==> config.mk <==
export PLATFORM = sky130hd
export DESIGN_NAME = lrc_ctrl
export DESIGN_NICKNAME = d
export VERILOG_FILES = /design/src/hw/rtl/lrc_pkg.sv /design/src/hw/rtl/lrc_ctrl.sv
export SDC_FILE = /design/constraint.sdc
export NUM_CORES = 1
export LEC_CHECK = 0
export BUFFER_PORTS_ARGS = -buffer_cell sky130_fd_sc_hd__buf_4
export CORE_AREA = 2 2 39 41
export CTS_BUF_LIST = sky130_fd_sc_hd__clkbuf_4
export DETAILED_ROUTE_END_ITERATION = 7
export DIE_AREA = 0 0 41 43
export HOLD_SLACK_MARGIN = 0.1
export PLACE_DENSITY = 0.53
export SLEW_MARGIN = 20
export SYNTH_ARGS = -nofsm -noshare
export SYNTH_HDL_FRONTEND = slang
export SYNTH_SLANG_ARGS = --single-unit
==> constraint.sdc <==
create_clock -name i_clk -period 1.15 [get_ports i_clk]
set_clock_uncertainty 0.2 [all_clocks]
set_input_delay 0.115 -clock i_clk [delete_from_list [all_inputs] [get_ports i_clk]]
set_output_delay 0.115 -clock i_clk [all_outputs]
set_load 0.01 [all_outputs]
==> src/hw/rtl/lrc_pkg.sv <==
// Shared types and constants for the LRU cache tag store.
// No dependencies; used by lrc_ctrl, lrc_dp and the top level.
package lrc_pkg;

    localparam int LINES    = 512;
    localparam int LINES_LG = 9;
    localparam int OFF_LG   = 5;
    localparam int TAG_W    = 27;
    localparam int RANK_W   = 9;
    localparam int IDX_W    = LINES_LG;
    localparam int CNT_W    = LINES_LG + 1;
    localparam int WL_W     = 4;
    localparam int CFG_IDX_W = 2;
    localparam int CFG_DAT_W = 4;

    // largest associativity exponent; larger writes act as fully associative
    localparam logic [WL_W-1:0] WL_MAX = WL_W'(LINES_LG);

    // register indexes
    localparam logic [CFG_IDX_W-1:0] REG_WAYS_LOG2 = 2'd0;
    localparam logic [CFG_IDX_W-1:0] REG_WRITE_ALLOC = 2'd1;

    // access kinds
    localparam logic KIND_LOAD = 1'b0;

    typedef enum logic [2:0] {
        S_CLEAR,
        S_IDLE,
        S_SCAN,
        S_SCAN_END,
        S_DECIDE,
        S_UPDATE,
        S_UPD_END,
        S_DONE
    } t_state;

    typedef struct packed {
        logic valid;
        logic [RANK_W-1:0] rank;
        logic [TAG_W-1:0] tag;
    } t_entry;

    typedef struct packed {
        logic load;     // capture access, clear scan results
        logic rd;       // read entry at way counter, advance
        logic upd;      // read is part of the update pass
        logic clr;      // clearing pass write, advance
        logic rst_cnt;  // way counter back to zero
        logic decide;   // pick target way, count hit
    } t_cmd;

    typedef struct packed {
        logic way_last;  // counter at last way of set
        logic clr_last;  // counter at last line
        logic need_upd;  // access changes the set
        logic inval;     // ways_log2 write this cycle
    } t_sts;

endpackage

==> src/hw/rtl/lrc_ctrl.sv <==
// Controller state machine for the LRU cache tag store.
// Depends on lrc_pkg; drives lrc_dp through t_cmd, watches t_sts.
module lrc_ctrl (
    input  logic            i_clk,
    input  logic            i_rst_n,
    input  logic            start,
    input  lrc_pkg::t_sts   i_sts,
    output lrc_pkg::t_cmd   o_cmd,
    output logic            busy,
    output logic            o_valid
);

    lrc_pkg::t_state r_state, n_state;

    always_ff @(posedge i_clk) begin
        if (!i_rst_n) begin
            r_state <= lrc_pkg::S_CLEAR;
        end else begin
            r_state <= n_state;
        end
    end

    // next state
    always_comb begin
        n_state = r_state;
        case (r_state)
            lrc_pkg::S_CLEAR:    if (i_sts.clr_last) n_state = lrc_pkg::S_IDLE;
            lrc_pkg::S_IDLE:     if (start) n_state = lrc_pkg::S_SCAN;
            lrc_pkg::S_SCAN:     if (i_sts.way_last) n_state = lrc_pkg::S_SCAN_END;
            lrc_pkg::S_SCAN_END: n_state = lrc_pkg::S_DECIDE;
            lrc_pkg::S_DECIDE:
                n_state = i_sts.need_upd ? lrc_pkg::S_UPDATE : lrc_pkg::S_DONE;
            lrc_pkg::S_UPDATE:   if (i_sts.way_last) n_state = lrc_pkg::S_UPD_END;
            lrc_pkg::S_UPD_END:  n_state = lrc_pkg::S_DONE;
            lrc_pkg::S_DONE:     n_state = lrc_pkg::S_IDLE;
            default:             n_state = lrc_pkg::S_IDLE;
        endcase
        if (i_sts.inval) n_state = lrc_pkg::S_CLEAR;
    end

    // outputs
    always_comb begin
        o_cmd = '0;
        case (r_state)
            lrc_pkg::S_CLEAR:  o_cmd.clr = 1'b1;
            lrc_pkg::S_IDLE:   o_cmd.load = start;
            lrc_pkg::S_SCAN:   o_cmd.rd = 1'b1;
            lrc_pkg::S_DECIDE: begin
                o_cmd.decide  = 1'b1;
                o_cmd.rst_cnt = 1'b1;
            end
            lrc_pkg::S_UPDATE: begin
                o_cmd.rd  = 1'b1;
                o_cmd.upd = 1'b1;
            end
            default: o_cmd = '0;
        endcase
        if (i_sts.inval) begin
            o_cmd = '0;
            o_cmd.rst_cnt = 1'b1;
        end
    end

    assign busy    = (r_state != lrc_pkg::S_IDLE);
    assign o_valid = (r_state == lrc_pkg::S_DONE);

    // checks
    a_acc_scan: assert property (@(posedge i_clk) disable iff (!i_rst_n)
        (start && !busy && !i_sts.inval) |=> (r_state == lrc_pkg::S_SCAN))
        else $error("accepted access did not start scan");
    a_done_once: assert property (@(posedge i_clk) disable iff (!i_rst_n)
        o_valid |=> !o_valid)
        else $error("result strobe longer than one cycle");
    a_upd_from_decide: assert property (@(posedge i_clk) disable iff (!i_rst_n)
        (r_state == lrc_pkg::S_UPDATE && $past(r_state) != lrc_pkg::S_UPDATE)
        |-> $past(r_state) == lrc_pkg::S_DECIDE)
        else $error("update pass entered without decision");

endmodule

==> impl_metrics.env, run 1 <==
export IMPL_synth_top_cell_by_area="dfxtp_1"
export IMPL_core_um2=1380
export IMPL_ir_drop_v=0.000266
export IMPL_root_buffer="clkbuf_4"
export IMPL_wirelength_um=744
export IMPL_areaGrowthSynthToFinish_pct=114
export IMPL_cts_buffers=3
export IMPL_top_regs="r_state: 3 flops"
export IMPL_crit_type="flop to primary output"
export IMPL_num_io_pins=15
export IMPL_grt_max_degree=8
export IMPL_total_leakage_power_nw=0.253
export IMPL_fin_cells=75
export IMPL_routedWlPerCell_um=9.92
export IMPL_gp_congestion=0.844
export IMPL_slew_violations=0
export IMPL_critPathLaunchType="flop"
export IMPL_synth_distinct_cells=21
export IMPL_crit_path_end_kind="primary output"
export IMPL_die_area_um2=1760
export IMPL_clock_sinks=3
export IMPL_rsz0062_at_grt="yes"
export IMPL_async_flop_share_pct=0
export IMPL_synth_top_area_share_pct=23.2
export IMPL_antenna_found_initial=0
export IMPL_relSlewSlack_pct=86.9
export IMPL_drive_gt1_share_pct=66.1
export IMPL_hp_class="primary input to flop"
export IMPL_largest_reg_flops=3
export IMPL_gr_total_overflow=0
export IMPL_drt_pre_antenna_iters=4
export IMPL_vias_per_cell=4.39
export IMPL_hpwlAfterDp_um=502
export IMPL_worstPathArrival_ps=1080
export IMPL_final_nets=67
export IMPL_ctsHtreeMaxLevel=1
export IMPL_post_route_period_util_pct=122
export IMPL_cts_tree="built"
export IMPL_tns_ps=-2010
export IMPL_clock_latency_ps=230
export IMPL_regMostFlops="r_state"
export IMPL_antenna_left=0
export IMPL_ys_flop_type="dfxtp_1"
export IMPL_outcome="finished with violations"
export IMPL_layout_setup_ws_ps=-247
export IMPL_fillers=156
export IMPL_die_h_um=43
export IMPL_drv_cap=0
export IMPL_drc=0
export IMPL_syn_area_per_cell_um2=7.62
export IMPL_synth_ff_latch_count=3
export IMPL_min_period_ps=1400
export IMPL_crit_required_ps=830
export IMPL_crit_chain="buf_6 > nor4_4 > buf_4"
export IMPL_yosysSeqAreaShare_pct=23.2
export IMPL_std_cell_rows=14
export IMPL_die_w_um=41
export IMPL_ys_warnings_count=0
export IMPL_clockBufferDepth=2
export IMPL_initial_core_util_pct=18.7
export IMPL_finalSetupViolCount=11
export IMPL_path_clk_slew_ps=40
export IMPL_yosysMostFrequentCell="nor2_1"
export IMPL_synth_fp_nets=41
export IMPL_grt_pass1_wl_mm=1.15
export IMPL_grt_pass1_vias=302
export IMPL_num_vias=329
export IMPL_timing_fmax_ghz=0.716
export IMPL_place_inst=68
export IMPL_n_antenna_cell=0
export IMPL_cp_slowest_cell="dfxtp_2"
export IMPL_synth_edff_count=0
export IMPL_portBuffers=14
export IMPL_power_density_nw_per_um2=740
export IMPL_path_buf_inv=2
export IMPL_synth_area_um2=259
export IMPL_netlist_top_cells_count="nor2_1, nand2b_1, dfxtp_1, nand2_1"
export IMPL_slowest_delay_ps=330
export IMPL_worst_pin_slew_ps=196
export IMPL_critPathTopFamily="flip-flops"
export IMPL_synth_area_leaders="dfxtp_1, nand2b_1, nor2_1"
export IMPL_hold_violations=0
export IMPL_failed_checks="negative setup slack"
export IMPL_syn_instance_count=34
export IMPL_grt_usage_pct=9.63
export IMPL_cp_max_fo=5
export IMPL_drt_iter0_markers=1
## worst paths after layout
path	cells past startpoint	start	end	slack, ps
hold reg to reg	2	r_state[1]$_SDFFE_PP0P_	r_state[1]$_SDFFE_PP0P_	420
setup / recovery	3	r_state[1]$_SDFFE_PP0P_	o_cmd[2]	-250
setup reg to reg	4	r_state[0]$_SDFFE_PP0P_	r_state[1]$_SDFFE_PP0P_	-240
hold / removal	3	i_rst_n	r_state[2]$_SDFFE_PP0P_	10
## layer usage
metal | GRT usage, % | share of wire, %
met2 | 13.4 | 52
met5 | 0 | 0
met4 | 8.00 | 0
met3 | 1.57 | 7.8
met1 | 12.2 | 40
## what timing repair did
action                                  4_1_cts  5_1_grt
hold endpoints to repair                      3        3
setup buffers                                 3        0
pin swaps                                     8        4
endpoints found under the setup margin       11       11
gates resized for setup                      11        6
## power by group
group | internal [mW] | switching, mW
logic | 0.0580 | 0.0374
registers | 0.104 | 0.00426
clock network | 0.153 | 0.0525
total | 0.315 | 0.0942
## worst min-delay path: cells and delay by family
family | cells | cell delay [ps]
AND/OR/NAND/NOR | 2 | 210
buffers and inverters | 1 | 80
## metrics by stage
stage	power (mW)	setup slack, ps	util [%]	hold WS, ps	instance area, µm²
after floorplan	0.144	8.47	-	59.2	278
after global placement	0.188	-104	31.2	250	432
after detailed placement	0.187	-92.1	31.2	238	432
after CTS	0.415	-259	37.7	-13.2	522
after global routing	0.442	-331	40.0	20.0	553
final	0.409	-247	40.0	10.1	553
## layout by cell type (no fill, tap or decap), drive strengths merged, types with 2 or more instances in the layout
cell type and count:
a21o 2, buf 23, clkbuf 4, dfxtp 3, nand2 3, nand2b 4
nor2 5
## final cells by class
cell class / instances / area (µm²) / share of cell area [%]
multi-input cells: 28 / 235 / 42.5
flip-flops and latches: 3 / 68.8 / 12.4
repair buffers: 23 / 195 / 35.3
well taps: 16 / 20.0 / 3.62
inverters: 1 / 3.75 / 0.679
clock buffers: 4 / 30.0 / 5.43
## kinds of logic after synthesis
group	share of synthesized area, %
and+or+nand+nor	43.5
AOI/OAI and AO/OA	24.6
DFF	23.2
buffers and inverters	5.31
xor gates and xnor gates	3.38
Power figures use the tool's default switching activity.
==> inputs of run 2 (changes only) <==
Settings changed: PLACE_DENSITY 0.53 to default.
==> run 2 against run 1 <==
The flow still finishes with violations (negative setup slack). Hold slack better by 65 ps. Total power is 0.23% higher. Non-clock buffer count is 2 higher. Clock power hardly changed.
==> impl_metrics.env, run 2 (synthesis gave the netlist of run 1 again) <==
export IMPL_outcome="finished with violations"
export IMPL_failed_checks="negative setup slack"
export IMPL_crit_type="flop to primary output"
export IMPL_regMostFlops="r_state"
export IMPL_root_buffer="clkbuf_4"
export IMPL_ir_drop_v=0.000324
export IMPL_largest_reg_flops=3
export IMPL_hold_buffers=2
export IMPL_hpwlAfterDp_um=518
export IMPL_drv_cap=0
export IMPL_slew_violations=0
export IMPL_die_h_um=43
export IMPL_ctsHtreeMaxLevel=1
export IMPL_final_cell_mix="buf_4, nor2_1, buf_6"
export IMPL_drive_gt1_share_pct=57.4
export IMPL_grt_pass1_wl_mm=1.18
export IMPL_crit_path_end_kind="primary output"
export IMPL_min_period_ps=1410
export IMPL_clock_latency_ps=230
export IMPL_clockBufferDepth=2
export IMPL_die_w_um=41
export IMPL_areaGrowthSynthToFinish_pct=111
export IMPL_antenna_left=0
export IMPL_fillers=156
export IMPL_vias_per_cell=4.44
export IMPL_fin_area_um2=547
export IMPL_clock_sinks=3
export IMPL_layout_commonest_cell="buf_4"
export IMPL_n_antenna_cell=0
export IMPL_worstPathArrival_ps=1100
export IMPL_crit_required_ps=830
export IMPL_total_leakage_power_nw=0.238
export IMPL_path_clk_slew_ps=40
export IMPL_r2r_slack_ps=-210
export IMPL_portBuffers=14
export IMPL_initial_core_util_pct=18.7
export IMPL_layout_setup_ws_ps=-264
export IMPL_critPathLaunchType="flop"
export IMPL_cp_max_fo=6
export IMPL_post_route_period_util_pct=123
export IMPL_drc=0
export IMPL_gr_total_overflow=0
export IMPL_rr_startpoint="r_state[0]$_SDFFE_PP0P_"
export IMPL_routedWlPerCell_um=9.69
export IMPL_rsz0062_at_grt="yes"
export IMPL_tns_ps=-2000
export IMPL_drt_pre_antenna_iters=4
export IMPL_grt_max_degree=9
export IMPL_relSlewSlack_pct=88.0
export IMPL_cts_tree="built"
export IMPL_num_vias=342
export IMPL_hold_violations=0
export IMPL_hp_class="primary input to flop"
export IMPL_top_regs="r_state: 3 flops"
export IMPL_finalSetupViolCount=10
export IMPL_wirelength_um=746
export IMPL_final_nets=69
export IMPL_die_area_um2=1760
export IMPL_power_density_nw_per_um2=751
export IMPL_cts_buffers=3
export IMPL_worst_pin_slew_ps=179
export IMPL_grt_pass1_vias=294
export IMPL_std_cell_rows=14
export IMPL_endpoint="o_cmd[2]"
export IMPL_place_area_um2=432
export IMPL_antenna_found_initial=0
export IMPL_r2r_cells=5
export IMPL_rr_endpoint="r_state[0]$_SDFFE_PP0P_"
export IMPL_drt_iter0_markers=2
export IMPL_gp_congestion=0.788
export IMPL_timing_fmax_ghz=0.707
export IMPL_regArea_um2=68.8
export IMPL_min_delay_path_depth=4
export IMPL_crit_start="r_state[2]$_SDFFE_PP0P_"
export IMPL_grt_usage_pct=10.1
export IMPL_core_um2=1380
export IMPL_num_io_pins=15
export IMPL_multi_input_area_um2=213
[run 2: worst max-delay path: stages, from the launching register on]
cell	delay, ps
dfxtp_4	350
buf_6	120
nor4_4	240
buf_4	150
[run 2: metal layers]
layer  up-vias  part of all wire, %  GRT usage [%]  wire length, µm
met1       155                   43           11.5              322
met3         0                  6.2           3.14               46
met2        12                   51           14.7              377
met5         -                    0              0                0
li1        175                    -              -                -
met4         0                    0           8.00                0
[run 2: how the worst min path moves through the flow]
stage                  start                       to  slack, ps
floorplan           i_sts[0]                 o_cmd[2]         60
detailed placement   i_rst_n  r_state[2]$_SDFFE_PP0P_        250
CTS                 i_sts[1]  r_state[1]$_SDFFE_PP0P_         60
global placement     i_rst_n  r_state[2]$_SDFFE_PP0P_        250
global route        i_sts[1]  r_state[1]$_SDFFE_PP0P_         70
finish              i_sts[1]  r_state[1]$_SDFFE_PP0P_         80
[run 2: area by class of cell]
type / instances / area share [%]
timing repair buffer: 25 / 38.7
sequential: 3 / 12.6
clock buffer: 4 / 5.49
multi-input combinational: 28 / 38.9
inverter: 1 / 0.686
tap: 16 / 3.66
[run 2: per-stage QoR]
| stage | worst slack (ps) | utilization [%] | hold WS [ps] | total power, mW | cells |
|---|---|---|---|---|---|
| after floorplan | 8.47 | - | 59.2 | 0.144 | 34 |
| after global placement | -69.6 | 31.2 | 246 | 0.183 | 68 |
| after detailed placement | -66.9 | 31.2 | 247 | 0.184 | 68 |
| after CTS | -269 | 38.1 | 61.2 | 0.409 | 76 |
| after global routing | -323 | 39.5 | 65.5 | 0.443 | 77 |
| final | -264 | 39.5 | 75.1 | 0.410 | 77 |
[run 2: repair_timing]
action,4_1_cts,5_1_grt
endpoints found under the hold margin,3,2
resized for setup,9,2
endpoints found under the setup margin,10,10
buffers inserted,2,1
pin swaps,5,1
[run 2: power by group]
group / internal [mW] / switching, mW / leakage (nW) / total, mW
clock network: 0.154 / 0.0549 / 0.0184 / 0.208
registers: 0.104 / 0.00409 / 0.0263 / 0.108
logic: 0.0592 / 0.0349 / 0.194 / 0.0941
